--- config.mk ---
export PLATFORM = sky130hd
export DESIGN_NAME = round_robin_quantum_scheduler
export DESIGN_NICKNAME = d
export VERILOG_FILES = /design/src/rtl/rrqs_pkg.sv /design/src/rtl/round_robin_quantum_scheduler.sv /design/src/rtl/rrqs_job_table.sv
export VERILOG_INCLUDE_DIRS = /design/src /design/src/rtl
export SDC_FILE = /design/constraint.sdc
export NUM_CORES = 1
export LEC_CHECK = 0
export BUFFER_PORTS_ARGS = -buffer_cell sky130_fd_sc_hd__buf_2
export CAP_MARGIN = 20
export CORE_MARGIN = 3
export CORE_UTILIZATION = 40
export CTS_CLUSTER_SIZE = 24
export DETAILED_ROUTE_END_ITERATION = 16
export PLACE_DENSITY_LB_ADDON = 0.12
export SKIP_CTS_REPAIR_TIMING = 1
export SYNTH_ARGS = -nofsm -noshare
export SYNTH_HDL_FRONTEND = slang
export SYNTH_HIERARCHICAL = 1
export SYNTH_SLANG_ARGS = --single-unit
--- constraint.sdc ---
create_clock -name clk -period 11.5 [get_ports clk]
set_clock_uncertainty 0.15 [all_clocks]
set_input_delay 2.3 -clock clk [delete_from_list [all_inputs] [get_ports clk]]
set_output_delay 2.3 -clock clk [all_outputs]
set_load 0.05 [all_outputs]
--- src/rtl/round_robin_quantum_scheduler_macros.svh ---
// Assertion helpers for the scheduler RTL.
`ifndef ROUND_ROBIN_QUANTUM_SCHEDULER_MACROS_SVH
`define ROUND_ROBIN_QUANTUM_SCHEDULER_MACROS_SVH

// Condition must hold in the same cycle as the trigger.
`define RRQS_ASSERT_NOW(label, trig, cond, msg) \
  label: assert property (@(posedge clk) disable iff (rst) (trig) |-> (cond)) \
    else $error(msg);

// Condition must hold in the cycle after the trigger.
`define RRQS_ASSERT_NEXT(label, trig, cond, msg) \
  label: assert property (@(posedge clk) disable iff (rst) (trig) |=> (cond)) \
    else $error(msg);

`endif

--- src/rtl/rrqs_pkg.sv ---
package rrqs_pkg;

  localparam int MAX_JOBS = 16;
  localparam int IDX_W    = $clog2(MAX_JOBS);
  localparam int CNT_W    = IDX_W + 1;
  localparam int DATA_W   = 16;
  localparam int Q_W      = 8;
  localparam int CLK_W    = 21;
  localparam int RES_W    = 21;

  localparam logic [CLK_W-1:0] CLOCK_MAX   = 21'd1048575;
  localparam logic [Q_W-1:0]   QUANTUM_RST = 8'd4;

  // Request kinds carried on the input tuser
  localparam logic [1:0] REQ_CLEAR = 2'd0;
  localparam logic [1:0] REQ_LOAD  = 2'd1;
  localparam logic [1:0] REQ_STEP  = 2'd2;

  // Register index of the quantum
  localparam logic REG_QUANTUM = 1'b0;

  // Job table write port
  typedef struct packed {
    logic              en;
    logic              load;
    logic [IDX_W-1:0]  addr;
    logic [DATA_W-1:0] arr;
    logic [DATA_W-1:0] bur;
    logic [DATA_W-1:0] rem;
  } tbl_wr_t;

  // Job table registered read data
  typedef struct packed {
    logic [DATA_W-1:0] arr;
    logic [DATA_W-1:0] bur;
    logic [DATA_W-1:0] rem;
    logic [DATA_W-1:0] arr_nxt;
  } tbl_rd_t;

endpackage

--- src/rtl/round_robin_quantum_scheduler.sv ---
// A request passes the input register, then the result register. Throughput: one request
// per cycle unless m_tready stalls the result register; the job table memory reads the
// entry for the next request in the same cycle that the current one updates the state.
// Reset (rst, synchronous): counts, pointer and clock clear, quantum returns to 4,
// both pipeline stages empty. Table contents stay undefined until loaded.
`include "round_robin_quantum_scheduler_macros.svh"

module round_robin_quantum_scheduler (
  input  logic        clk,
  input  logic        rst,
  // Request stream
  input  logic        s_tvalid,
  output logic        s_tready,
  input  logic [31:0] s_tdata,   // [15:0] arrival_time, [31:16] burst_time
  input  logic [1:0]  s_tuser,   // [1:0] req_type
  // Result stream
  output logic        m_tvalid,
  input  logic        m_tready,
  output logic [63:0] m_tdata,   // [0] accepted, [4:1] job_index, [12:5] slice_length,
                                 // [13] job_finished, [34:14] turnaround,
                                 // [55:35] waiting, [56] all_done, [63:57] zero
  // Configuration
  input  logic        psel,
  input  logic        penable,
  input  logic        pwrite,
  input  logic [2:0]  paddr,
  input  logic [31:0] pwdata,
  output logic [31:0] prdata,
  output logic        pready
);
  import rrqs_pkg::*;

  // Configuration
  logic [Q_W-1:0] quantum;

  // Input stage
  logic              in_valid;
  logic [1:0]        in_req;
  logic [DATA_W-1:0] in_arr;
  logic [DATA_W-1:0] in_bur;

  // Scheduler state
  logic [CNT_W-1:0] job_count, job_count_next;
  logic [CNT_W-1:0] unfinished_count, unfinished_count_next;
  logic [IDX_W-1:0] current_entry, current_entry_next;
  logic [CLK_W-1:0] elapsed_clock, elapsed_clock_next;

  // Result stage
  logic             out_accepted;
  logic [IDX_W-1:0] out_index;
  logic [Q_W-1:0]   out_slice;
  logic             out_finished;
  logic [RES_W-1:0] out_turnaround;
  logic [RES_W-1:0] out_waiting;
  logic             out_all_done;

  // Datapath
  logic                    adv;
  logic                    fire;
  tbl_wr_t                 wr;
  tbl_rd_t                 rd;
  logic [Q_W-1:0]          q_eff;
  logic [Q_W-1:0]          slice;
  logic [DATA_W-1:0]       rem_new;
  logic [CLK_W:0]          clk_sum;
  logic [CLK_W-1:0]        clk_new;
  logic signed [RES_W:0]   tat_wide;
  logic signed [RES_W:0]   wt_wide;
  logic [CNT_W-1:0]        nxt_entry;
  logic                    r_accepted;
  logic [IDX_W-1:0]        r_index;
  logic [Q_W-1:0]          r_slice;
  logic                    r_finished;
  logic [RES_W-1:0]        r_turnaround;
  logic [RES_W-1:0]        r_waiting;

  // APB register
  assign pready = 1'b1;
  assign prdata = (paddr[2] == REG_QUANTUM) ? {24'd0, quantum} : 32'd0;

  always_ff @(posedge clk) begin
    if (rst) begin
      quantum <= QUANTUM_RST;
    end else if (psel && penable && pwrite && pready && paddr[2] == REG_QUANTUM) begin
      quantum <= pwdata[Q_W-1:0];
    end
  end

  // Handshake: the input stage moves whenever the result register is free
  assign adv      = !m_tvalid || m_tready;
  assign fire     = in_valid && adv;
  assign s_tready = !in_valid || adv;

  always_ff @(posedge clk) begin
    if (rst) begin
      in_valid <= 1'b0;
    end else if (s_tready) begin
      in_valid <= s_tvalid;
    end
  end

  always_ff @(posedge clk) begin
    if (s_tready && s_tvalid) begin
      in_req <= s_tuser;
      in_arr <= s_tdata[15:0];
      in_bur <= s_tdata[31:16];
    end
  end

  // Step arithmetic on the current entry
  always_comb begin
    q_eff = (quantum == '0) ? Q_W'(1) : quantum;
    slice = (rd.rem < DATA_W'(q_eff)) ? rd.rem[Q_W-1:0] : q_eff;
    rem_new = rd.rem - DATA_W'(slice);
    clk_sum = {1'b0, elapsed_clock} + (CLK_W+1)'(slice);
    clk_new = (clk_sum > (CLK_W+1)'(CLOCK_MAX)) ? CLOCK_MAX : clk_sum[CLK_W-1:0];
    tat_wide = $signed({1'b0, clk_new}) - $signed((RES_W+1)'(rd.arr));
    wt_wide  = tat_wide - $signed((RES_W+1)'(rd.bur));
    nxt_entry = {1'b0, current_entry} + CNT_W'(1);
  end

  // Decide the request
  always_comb begin
    job_count_next        = job_count;
    unfinished_count_next = unfinished_count;
    current_entry_next    = current_entry;
    elapsed_clock_next    = elapsed_clock;
    wr                    = '0;
    wr.arr                = in_arr;
    wr.bur                = in_bur;
    r_accepted            = 1'b0;
    r_index               = '0;
    r_slice               = '0;
    r_finished            = 1'b0;
    r_turnaround          = '0;
    r_waiting             = '0;
    if (fire) begin
      case (in_req)
        REQ_CLEAR: begin
          job_count_next        = '0;
          unfinished_count_next = '0;
          current_entry_next    = '0;
          elapsed_clock_next    = '0;
          r_accepted            = 1'b1;
        end
        REQ_LOAD: begin
          if (job_count < CNT_W'(MAX_JOBS) && in_bur != '0) begin
            wr.en                 = 1'b1;
            wr.load               = 1'b1;
            wr.addr               = job_count[IDX_W-1:0];
            wr.rem                = in_bur;
            r_index               = job_count[IDX_W-1:0];
            job_count_next        = job_count + CNT_W'(1);
            unfinished_count_next = unfinished_count + CNT_W'(1);
            r_accepted            = 1'b1;
          end
        end
        REQ_STEP: begin
          if (unfinished_count != '0 && {1'b0, current_entry} < job_count) begin
            r_accepted = 1'b1;
            r_index    = current_entry;
            r_slice    = slice;
            wr.en      = 1'b1;
            wr.addr    = current_entry;
            wr.rem     = rem_new;
            elapsed_clock_next = clk_new;
            if (rd.rem != '0 && rem_new == '0) begin
              r_finished            = 1'b1;
              unfinished_count_next = unfinished_count - CNT_W'(1);
              r_turnaround          = tat_wide[RES_W-1:0];
              r_waiting             = wt_wide[RES_W-1:0];
            end
            // Advance only to an entry that has already arrived
            if (nxt_entry >= job_count) begin
              current_entry_next = '0;
            end else if (CLK_W'(rd.arr_nxt) <= clk_new) begin
              current_entry_next = nxt_entry[IDX_W-1:0];
            end else begin
              current_entry_next = '0;
            end
          end
        end
        default: begin
          r_accepted = 1'b0;
        end
      endcase
    end
  end

  // Hold scheduler state
  always_ff @(posedge clk) begin
    if (rst) begin
      job_count        <= '0;
      unfinished_count <= '0;
      current_entry    <= '0;
      elapsed_clock    <= '0;
    end else begin
      job_count        <= job_count_next;
      unfinished_count <= unfinished_count_next;
      current_entry    <= current_entry_next;
      elapsed_clock    <= elapsed_clock_next;
    end
  end

  rrqs_job_table u_table (
    .clk     (clk),
    .wr      (wr),
    .rd_addr (current_entry_next),
    .rd      (rd)
  );

  // Result register
  always_ff @(posedge clk) begin
    if (rst) begin
      m_tvalid <= 1'b0;
    end else if (adv) begin
      m_tvalid <= in_valid;
    end
  end

  always_ff @(posedge clk) begin
    if (fire) begin
      out_accepted   <= r_accepted;
      out_index      <= r_index;
      out_slice      <= r_slice;
      out_finished   <= r_finished;
      out_turnaround <= r_turnaround;
      out_waiting    <= r_waiting;
      out_all_done   <= (unfinished_count_next == '0);
    end
  end

  assign m_tdata = {7'd0, out_all_done, out_waiting, out_turnaround, out_finished,
                    out_slice, out_index, out_accepted};

  // Checks
  `RRQS_ASSERT_NOW(a_unfinished_le_jobs, 1'b1, unfinished_count <= job_count, "unfinished count exceeds job count")
  `RRQS_ASSERT_NOW(a_jobs_le_max, 1'b1, job_count <= CNT_W'(MAX_JOBS), "job count exceeds table size")
  `RRQS_ASSERT_NOW(a_entry_in_table, current_entry != '0, {1'b0, current_entry} < job_count, "pointer beyond loaded jobs")
  `RRQS_ASSERT_NOW(a_clock_sat, 1'b1, elapsed_clock <= CLOCK_MAX, "clock above saturation limit")
  `RRQS_ASSERT_NEXT(a_finish_accepted, fire && r_finished, out_finished && out_accepted, "finished result not marked accepted")

endmodule

--- src/rtl/rrqs_job_table.sv ---
module rrqs_job_table (
  input  logic                           clk,
  input  rrqs_pkg::tbl_wr_t              wr,
  input  logic [rrqs_pkg::IDX_W-1:0]     rd_addr,
  output rrqs_pkg::tbl_rd_t              rd
);
  import rrqs_pkg::*;

  logic [DATA_W-1:0] arr_mem [MAX_JOBS];
  logic [DATA_W-1:0] bur_mem [MAX_JOBS];
  logic [DATA_W-1:0] rem_mem [MAX_JOBS];
  logic [IDX_W-1:0]  nxt_addr;

  assign nxt_addr = rd_addr + IDX_W'(1);

  // Write: a load fills the whole entry, a step updates the remaining count
  always_ff @(posedge clk) begin
    if (wr.en) begin
      rem_mem[wr.addr] <= wr.rem;
      if (wr.load) begin
        arr_mem[wr.addr] <= wr.arr;
        bur_mem[wr.addr] <= wr.bur;
      end
    end
  end

  // Registered read of the current entry and the arrival of the one after it;
  // forward a same-cycle write so the next item sees fresh data
  always_ff @(posedge clk) begin
    rd.rem <= (wr.en && wr.addr == rd_addr) ? wr.rem : rem_mem[rd_addr];
    rd.arr <= (wr.en && wr.load && wr.addr == rd_addr) ? wr.arr : arr_mem[rd_addr];
    rd.bur <= (wr.en && wr.load && wr.addr == rd_addr) ? wr.bur : bur_mem[rd_addr];
    rd.arr_nxt <= (wr.en && wr.load && wr.addr == nxt_addr) ? wr.arr
                                                           : arr_mem[nxt_addr];
  end

endmodule
== After elaboration in Yosys (flattened, before gate mapping) ==
Memories as Yosys holds them, arrays and structs flattened. A register that Yosys moved wholly into a read port is not among the register bits.
Index checks and enable logic that the tools add are counted.
Operators by class
  multiplexer cells: 39
  $add $sub $neg: 9
  bitwise logic cells: 1
  equal/unequal tests: 4
  $mul: 0
  magnitude comparators: 6
  reductions and logical operators: 25
  div/mod/pow operators: 0
  shifts and indexed selects: 0
Operators by type and width (count)
  $mux W16: 3
  $mux W21: 2
  $pmux W21 S2: 1
  $pmux W16 S2: 1
  $reduce_bool A16 Y1: 2
  $mux W5: 5
  $mux W4: 6
  $mux W8: 3
  $pmux W4 S2: 3
  $add A21 B8 Y22: 1
  $gt A22 B20 Y1 const B: 1
  $le A16 B21 Y1: 1
  $sub A21 B16 Y21: 1
  $sub A21 B17 Y21: 1
  $logic_not A16 Y1: 1
  $lt A16 B8 Y1: 1
  $sub A16 B8 Y16: 1
  $pmux W5 S3: 1
  $mux W6: 2
  $add A5 B1 Y5 const B: 2
  $pmux W5 S2: 1
  $mux W1: 9
  $reduce_and A3 Y1: 3
  $logic_and A1 B1 Y1: 8
  20 further kinds: 24
Word-level totals
  logic and storage cells: 104
  register bits: 136
  input port bits: 76
  bits in latches: 0
  ROM bits: 0
  memory bits (writable): 768
  memories: 3
Memory list
  u_table.arr_mem: depth 16, bits a word 16, rd ports 2, clocked after Yosys merged registers in 2, write ports 1, RTL line rrqs_job_table.sv:9  | logic [DATA_W-1:0] arr_mem [MAX_JOBS];
  u_table.bur_mem: depth 16, bits a word 16, rd ports 1, clocked after Yosys merged registers in 1, write ports 1, RTL line rrqs_job_table.sv:10  | logic [DATA_W-1:0] bur_mem [MAX_JOBS];
  u_table.rem_mem: depth 16, bits a word 16, rd ports 1, clocked after Yosys merged registers in 1, write ports 1, RTL line rrqs_job_table.sv:11  | logic [DATA_W-1:0] rem_mem [MAX_JOBS];

== Depth between registers and ports, before layout ==
Gate-level depths: netlist of the first run.
  depth in word-level cells: 14
  mapped depth: 45
  gate-level depth less buffers: 42

== By module ==
Netlist of the first run, hierarchy kept.
Modules (own cells, without submodules)
  rrqs_job_table: times used 1, cells each 1368, seq. area each 23222.3 µm², area each 30879.6 µm²
  round_robin_quantum_scheduler: times used 1, cells each 1097, seq. area each 3633.5 µm², area each 9831.9 µm²

== Worst setup path before layout of the first run ==
OpenSTA, ideal clock, no wires.
  kind: register to register
  start point: register (tool-made name)
  end point: register out_waiting[19], data pin
  slack: 2.171 ns
  cell stages (with the launch flop): 45
  path buffers: 4
  setup time: 0.147 ns
  period minus slack after synthesis: 9.329 ns
  required time: 11.203 ns
  arrival: 9.032 ns
  cell sequence: dfxtp_1 > clkbuf_1 > buf_2 > buf_4 > mux4_2 > a22oi_1 > nand2_1 > ha_1 > o21a_1 > o21a_1 > o21a_1 > o21a_1 > o21a_1 > o21a_1 > o21a_1 > nor3_1 > a21oi_1 > ha_1 > [9 not listed] > nor2b_1 > o21a_1 > o21ai_0 > nor3_1 > o2bb2ai_1 > a211oi_2 > nand2b_1 > a21o_1 > xor2_1 > ha_1 > or3_1 > o211ai_1 > a31oi_1 > o21a_1 > o21a_1 > a211o_1 > or4_1 > a21oi_1
RTL lines
  end signal, assigned: RTL line round_robin_quantum_scheduler.sv:228  | out_waiting <= r_waiting;
  end, declared: RTL line round_robin_quantum_scheduler.sv:54  | logic [RES_W-1:0] out_waiting;

==> impl_metrics.tcl, run 1 <==
set metrics [dict create \
    setup_viol 0 \
    drt_iter0_markers 2027 \
    grt_first_pass_wirelength_um 164000 \
    syn_area_sq_um 40700 \
    routed_via_density 5.75 \
    final_cell_mix "edfxtp_1 (859), mux4_2 (256), a22oi_1 (162)" \
    die_h_um 325 \
    utilization_pct 45.9 \
    crit_arrival_ns 11.18 \
    synth.distinct_cells 82 \
    worstPathMaxFanout 21 \
    leakage_nw 15.2 \
    min_path_type "reg -> reg" \
    layout_commonest_cell "edfxtp_1" \
    multi_input_comb_area_sq_um 13100 \
    drtAntennaViolNets 0 \
    chipWidth_um 325 \
    fin_crit_sh_pct 94.1 \
    wl_per_cell_um 27.4 \
    timing.fmax_mhz 92.4 \
    drt-pass1-iter-count 5 \
    vdd_drop_max_uv 114 \
    critPathSlowestCell "dfxtp_4" \
    fin_setup_tns_ns 0 \
    critPathTopFamily "compound AO/OA/AOI/OAI gates" \
    start_util_pct 40.5 \
    cts.clk_slew.worst_paths_ns 0.06 \
    relSlewSlack_pct 31.1 \
    drc_errors 0 \
    clock_sinks 912 \
    clock_latency_ns 0.67 \
    start_kind "register" \
    cp_common_cell "o21a_1" \
    die_area_sq_um 106000 \
    maxCapViolCount 0 \
    syn_inst 2465 \
    grt_max_degree 62 \
    synth.top_cell.area_share_pct 63.4 \
    synth_warnings 6 \
    cp_slowest_stage_delay_ns 0.61 \
    rsz0062_at_grt "no" \
    dp_hpwl_um 67900 \
    cts_inserted_buffers 99 \
    io_buffers 116 \
    hold_viol 0 \
    path_buf_inv 2 \
    critical_path_class "reg -> reg" \
    clock_path_buffers 3 \
    syn_to_final_growth_pct 13.4 \
    drive_above_1_share_pct 23.9 \
    cts.htree.levels 3 \
    n_fill_cell 8644 \
    place_congestion 0.870 \
    critPathCaptureType "register" \
    core_area_sq_um 101000 \
    drv_slew 0 \
    root_buffer "clkbuf_16" \
    grt_pass1_vias 23986 \
    synth_top_area_cell "edfxtp_1" \
    cts_tree "built" \
    synth_seq_cells 912 \
    antenna_found_initial 2 \
    seq_area_frac_synth_pct 66.0 \
    grt_overflow 0 \
    synth_ff_type "edfxtp_1" \
    powerDensity_nw_per_um2 147 \
    status "complete, no violations" \
    grt_util_all_layers_pct 21.1 \
    finalWirelength_um 112000 \
    layout.nets 2811 \
    worst_pin_slew_ns 1.03 \
    seqCellArea_sq_um 26900 \
    synth-edff-count 859 \
    n_antenna_cell 0 \
    rows 116 \
    ys_async_sr_fraction_pct 0 \
    syn_area_per_cell_sq_um 16.5 \
    synth_top_cells_by_area "edfxtp_1 (63%), mux4_2 (14%), a22oi_1 (3.0%), ha_1 (2.7%), dfxtp_1 (2.6%)" \
    min_period_ns 10.82 \
    pin_count 175 \
    vias 23416 \
    cp_data_required_time_ns 11.86 \
]
synth_stat cells, types with 10 or more instances:
cell / instances
or3_1: 10
nor2b_1: 35
buf_2: 12
ha_1: 88
nor2_1: 143
and2_1: 29
buf_1: 19
dfxtp_1: 53
xor2_1: 27
clkbuf_1: 69
edfxtp_1: 859
a21oi_1: 67
inv_1: 83
nand2b_1: 18
mux4_2: 256
nand3_1: 26
nand2_1: 140
nor3_1: 37
buf_4: 53
and3_1: 11
o21ai_0: 48
xnor2_1: 26
a21o_1: 20
nor4_1: 14
a22oi_1: 162
o21a_1: 26
power breakdown:
part           internal [W]  total [W]  switching (W)
combinational     0.0000364   0.000161       0.000125
clock               0.00167    0.00297        0.00130
sequential          0.00363    0.00366      0.0000257
total               0.00534    0.00679        0.00145
path summary, 6_finish.rpt:
check	from	endpoint	slack, ns	cells past startpoint
worst max-delay path	register	out_waiting[19]	0.68	39
worst min register to register	quantum[1]	quantum[1]	0.33	2
worst max register to register	register	out_waiting[19]	0.68	39
worst min-delay path	quantum[1]	quantum[1]	0.33	2
metrics by stage:
| stage | hold slack (ns) | power, W | area (sq um) | worst slack (ns) | instances |
|---|---|---|---|---|---|
| 6_report | 0.326 | 0.00679 | 46200 | 0.681 | 4073 |
| 5_1_grt | 0.358 | 0.00702 | 46200 | 0.00707 | 4073 |
| 3_5_place_dp | 0.322 | 0.00389 | 43100 | 0.731 | 3898 |
| 3_3_place_gp | 0.317 | 0.00389 | 43100 | 0.846 | 3897 |
| 4_1_cts | 0.330 | 0.00688 | 46100 | 0.679 | 4072 |
| 2_1_floorplan | 0.294 | 0.00384 | 40800 | 2.17 | 2495 |
flip-flops by register name (all words and copies together) (netlist names), 8 cells and up, named ones only:
| name | flops |
|---|---|
| u_table/rem_mem | 256 |
| out_turnaround | 21 |
| in_arr | 16 |
| in_bur | 16 |
| out_slice | 8 |
| u_table/arr_mem | 256 |
| out_waiting | 21 |
| quantum | 8 |
| u_table/bur_mem | 256 |
| elapsed_clock | 21 |
cells by family after synthesis:
kind of cell               share of synthesized area (%)
buffers and inverters                               2.70
AOI/OAI and AO/OA                                   6.97
DFF                                                 66.0
and+or+nand+nor                                     6.05
xor gates and xnor gates                            1.14
other                                             0.0184
muxes                                               14.2
adders and majority gates                           2.93
worst reg2reg max path: cells and delay by family, from the launching register on:
| family | cells | cell delay (ns) |
|---|---|---|
| AO/OA/AOI/OAI | 22 | 4.84 |
| XOR/XNOR | 1 | 0.34 |
| adder cells (fa/ha/maj) | 5 | 1.73 |
| buffers and inverters | 2 | 0.63 |
| flip-flops | 1 | 0.61 |
| multiplexers | 1 | 0.58 |
| AND/OR/NAND/NOR | 8 | 1.81 |
metal layers:
metal	wire, um	GRT usage (%)	up-vias
met5	19	0	-
met4	2710	6.32	2
met3	7880	3.86	169
met2	53700	34.6	857
met1	47200	28.7	12211
li1	-	-	10177
cell type report:
| type | count | area share, % |
|---|---|---|
| clock buffers | 120 | 5.54 |
| well taps | 1357 | 3.68 |
| multi-input cells | 1347 | 28.3 |
| clock inverters | 54 | 0.957 |
| repair buffers | 200 | 2.63 |
| inverters | 83 | 0.675 |
| flip-flops and latches | 912 | 58.2 |
No activity file was read; power rests on OpenSTA's default activity.
==> run 2, diff against run 1 <==
--- a/config.mk
+++ b/config.mk
@@ -12,3 +12,2 @@
 export CORE_UTILIZATION = 40
-export CTS_CLUSTER_SIZE = 24
 export DETAILED_ROUTE_END_ITERATION = 16
==> constraint.sdc (replaced) <==
create_clock -name clk -period 11.5 [get_ports clk]
set_clock_uncertainty 0.15 [all_clocks]
set_input_delay 0.575 -clock clk [delete_from_list [all_inputs] [get_ports clk]]
set_output_delay 0.575 -clock clk [all_outputs]
set_load 0.05 [all_outputs]
==> impl_metrics.tcl, run 2 (synthesis gave the netlist of run 1 again) <==
set metrics [dict create \
    cp_slowest_stage_delay_ns 0.76 \
    drive_above_1_share_pct 24.1 \
    p_seq_share_pct 51.4 \
    final_cell_mix "edfxtp_1 (859), mux4_2 (256), a22oi_1 (162)" \
    rsz0062_at_grt "no" \
    power.internal_w 0.00562 \
    cts_tree "built" \
    clock_latency_ns 0.70 \
    drt_iter0_markers 2189 \
    die_area_sq_um 106000 \
    dpl_cell_area_sq_um 43100 \
    antenna_found_initial 4 \
    io_buffers 116 \
    drv_slew 0 \
    fin_setup_tns_ns 0 \
    grt_util_all_layers_pct 20.9 \
    drtAntennaViolNets 0 \
    rows 116 \
    routed_via_density 5.70 \
    final-instance-count-excl-fill 4117 \
    grt_overflow 0 \
    chipWidth_um 325 \
    status "complete, no violations" \
    grt_max_degree 85 \
    fin_area_sq_um 46900 \
    layout.nets 2843 \
    pin_count 175 \
    core_area_sq_um 101000 \
    setup_slack_ns 0.866 \
    clock_path_buffers 3 \
    critPathSlowestCell "dfxtp_4" \
    cp_common_cell "o21a_1" \
    fin_crit_sh_pct 92.5 \
    grt_first_pass_wirelength_um 161000 \
    dp_cells 3891 \
    drt-pass1-iter-count 5 \
    wl_per_cell_um 27.1 \
    start_kind "register" \
    die_h_um 325 \
    cts.clk_slew.worst_paths_ns 0.06 \
    finalWirelength_um 111000 \
    comb_power_share_pct 2.4 \
    layout_commonest_cell "edfxtp_1" \
    dp_hpwl_um 67200 \
    critical_path_class "reg -> reg" \
    p_clk_share_pct 46.3 \
    root_buffer "clkbuf_16" \
    n_fill_cell 8646 \
    power.share.switching_pct 21.1 \
    cp_data_required_time_ns 11.89 \
    grt_pass1_vias 23839 \
    cts_inserted_buffers 99 \
    worst_pin_slew_ns 1.05 \
    r2r_slack_ns 0.87 \
    drc_errors 0 \
    timing.fmax_mhz 94.0 \
    place_congestion 0.850 \
    place_ws_ns 0.921 \
    start_util_pct 40.5 \
    min_path_type "in -> reg" \
    clock_sinks 912 \
    syn_to_final_growth_pct 15.3 \
    relSlewSlack_pct 29.4 \
    hold_viol 0 \
    vias 23465 \
    reg.largest.list "u_table/arr_mem x256, u_table/bur_mem x256, u_table/rem_mem x256" \
    worstPathMaxFanout 38 \
    leakage_nw 15.5 \
    critPathCaptureType "register" \
    setup_viol 0 \
    crit_arrival_ns 11.02 \
    powerDensity_nw_per_um2 152 \
    vdd_drop_max_uv 98.4 \
    maxCapViolCount 0 \
    cts.htree.levels 3 \
    min_period_ns 10.63 \
    p_switching_w 0.00150 \
    whs_ns 0.00257 \
]
run 2: changes by cell type in the layout (fill, tap and decap cells not counted), sizes merged:
cell / change
dlygate4sd3: +37
bufinv: +11
clkbuf: -7
buf: -6
clkinv: +6
clkinvlp: +2
diode: +1
run 2: final timing paths:
check / startpoint / endpoint / cells after the start
max: register / out_waiting[19] / 38
min: pwdata[4] / quantum[4] / 3
max reg2reg: register / out_waiting[19] / 38
min reg2reg: quantum[1] / quantum[1] / 2
run 2: worst max-delay path, delay by kind of cell (launching register included):
family	cells	cell delay, ns
AO/OA/AOI/OAI	22	4.86
adder cells (fa/ha/maj)	5	1.62
AND/OR/NAND/NOR	7	1.57
flip-flops	1	0.76
buffers and inverters	2	0.68
XOR/XNOR	1	0.44
multiplexers	1	0.36
run 2: stage by stage:
step	util [%]	total power (W)
finish	46.7	0.00713
global route	46.7	0.00736
CTS	46.3	0.00719
detailed placement	42.9	0.00389
global placement	42.9	0.00388
floorplan	-	0.00384
run 2: power groups by stage:
stage          Sequential, W  Clock [W]  Combinational, W
4_1_cts              0.00366    0.00337          0.000159
6_report             0.00366    0.00330          0.000168
3_3_place_gp         0.00373          0          0.000155
3_5_place_dp         0.00373          0          0.000159
2_1_floorplan        0.00375          0         0.0000881
5_1_grt              0.00366    0.00352          0.000180
run 2: final cells by class:
cell class / instances / area (sq um) / share of cell area, %
well taps: 1357 / 1700 / 3.62
flip-flops and latches: 912 / 26900 / 57.2
repair buffers: 232 / 1580 / 3.36
inverters: 83 / 312 / 0.664
clock buffers: 112 / 2550 / 5.42
clock inverters: 73 / 872 / 1.86
multi-input cells: 1347 / 13100 / 27.8
diodes: 1 / 2.50 / 0.00533
run 2: per-layer routing:
layer | up-vias | GRT usage, % | share of wire, %
li1 | 10250 | - | -
met1 | 12290 | 28.2 | 42
met2 | 779 | 35.2 | 50
met3 | 146 | 3.69 | 6.1
met4 | 0 | 5.01 | 2.1
met5 | - | 0 | 0
==> run 3, diff against run 2 <==
SLEW_MARGIN = 10   (was default)
clock period = 11.8 ns   (was 11.5 ns; I/O delays follow)
==> impl_metrics.tcl, run 3 (synthesis gave the netlist of run 1 again) <==
set metrics [dict create \
    cts_tree "built" \
    drv_slew 0 \
    critical_path_class "reg -> reg" \
    fin_area_sq_um 46700 \
    layout.nets 2842 \
    cp_common_cell "o21a_1" \
    pin_count 175 \
    status "complete, no violations" \
    io_buffers 116 \
    cp_data_required_time_ns 12.17 \
    ff2ff_path_depth 39 \
    drtAntennaViolNets 0 \
    grt_overflow 0 \
    reg.largest.list "u_table/arr_mem x256, u_table/bur_mem x256, u_table/rem_mem x256" \
    hold_viol 0 \
    routed_via_density 5.74 \
    core_area_sq_um 101000 \
    clock_sinks 912 \
    place_congestion 0.864 \
    fin_crit_sh_pct 91.3 \
    final_cell_mix "edfxtp_1 (859), mux4_2 (256), a22oi_1 (162)" \
    setup_slack_ns 1.03 \
    die_h_um 325 \
    place_ws_ns 0.762 \
    worstPathMaxFanout 20 \
    syn_to_final_growth_pct 14.8 \
    setup_viol 0 \
    r2r_end "out_waiting[19]" \
    cts_inserted_buffers 101 \
    relSlewSlack_pct 28.0 \
    cts.htree.levels 3 \
    n_antenna_cell 0 \
    grt_max_degree 89 \
    root_buffer "clkbuf_16" \
    path_buf_inv 3 \
    min_period_ns 10.77 \
    finalWirelength_um 112000 \
    r2r_slack_ns 1.03 \
    leakage_nw 15.4 \
    worst_pin_slew_ns 1.08 \
    crit_cells 39 \
    cp_slowest_stage_delay_ns 0.61 \
    dpl_cell_area_sq_um 43100 \
    drt-pass1-iter-count 6 \
    start_util_pct 40.5 \
    chipWidth_um 325 \
    maxCapViolCount 0 \
    rows 116 \
    grt_first_pass_wirelength_um 164000 \
    grt_util_all_layers_pct 21.2 \
    n_fill_cell 8637 \
    vdd_drop_max_uv 100 \
    drc_errors 0 \
    rsz0062_at_grt "no" \
    wl_per_cell_um 27.1 \
    drt_iter0_markers 2077 \
    start_kind "register" \
    critPathSlowestCell "dfxtp_4" \
    clock_latency_ns 0.68 \
    seqCellArea_sq_um 26900 \
    critPathCapture "out_waiting[19]" \
    critPathTopFamily "compound AO/OA/AOI/OAI gates" \
    timing.fmax_mhz 92.9 \
    critPathCaptureType "register" \
    drive_above_1_share_pct 23.8 \
    powerDensity_nw_per_um2 145 \
    clock_path_buffers 3 \
    grt_pass1_vias 24221 \
    dp_hpwl_um 67400 \
    vias 23652 \
    cts.clk_slew.worst_paths_ns 0.06 \
    die_area_sq_um 106000 \
    min_path_type "in -> reg" \
    fin_setup_tns_ns 0 \
    antenna_found_initial 1 \
    layout_commonest_cell "edfxtp_1" \
    crit_arrival_ns 11.14 \
    multi_input_comb_area_sq_um 13100 \
]
run 3: through the flow:
step	std cells	utilization (%)	total power (W)	hold WS (ns)
2_1_floorplan	2495	-	0.00374	0.294
3_3_place_gp	3890	42.9	0.00379	0.315
3_5_place_dp	3891	42.9	0.00379	0.316
4_1_cts	4080	46.1	0.00685	-0.126
5_1_grt	4117	46.5	0.00700	0.000178
6_report	4117	46.5	0.00678	0.00327
run 3: cell type report:
cell class	count	area share (%)
clock buffer	119	5.55
sequential	912	57.5
clock inverter	70	1.33
inverter	83	0.667
multi-input combinational	1347	28.0
timing repair buffer	229	3.36
tap	1357	3.63
run 3: how the worst min path moves through the flow:
stage	start	end	cells past startpoint
after global placement	quantum[0]	quantum[0]	2
after global routing	pwdata[6]	quantum[6]	3
after CTS	s_tdata[22]	in_bur[6]	1
after detailed placement	quantum[0]	quantum[0]	2
after floorplan	quantum[0]	quantum[0]	2
final	s_tvalid	in_valid	3
run 3: routing by layer:
| layer | routed length [um] | track usage, % | share of wire (%) |
|---|---|---|---|
| met5 | 14 | 0 | 0.013 |
| met4 | 3420 | 7.02 | 3.1 |
| met3 | 6820 | 3.25 | 6.1 |
| met2 | 53800 | 34.5 | 48 |
| met1 | 47700 | 29.2 | 43 |
run 3: tightest hold or removal path, cell delays in order:
cell and delay, ns:
buf_2 0.08, a21oi_1 0.03, nor2_1 0.07
run 3: power by group:
group / internal [W] / total [W] / leakage (nW) / switching, W
clock: 0.00175 / 0.00304 / 1.57 / 0.00129
sequential: 0.00354 / 0.00357 / 8.21 / 0.0000244
combinational: 0.0000433 / 0.000167 / 5.66 / 0.000123
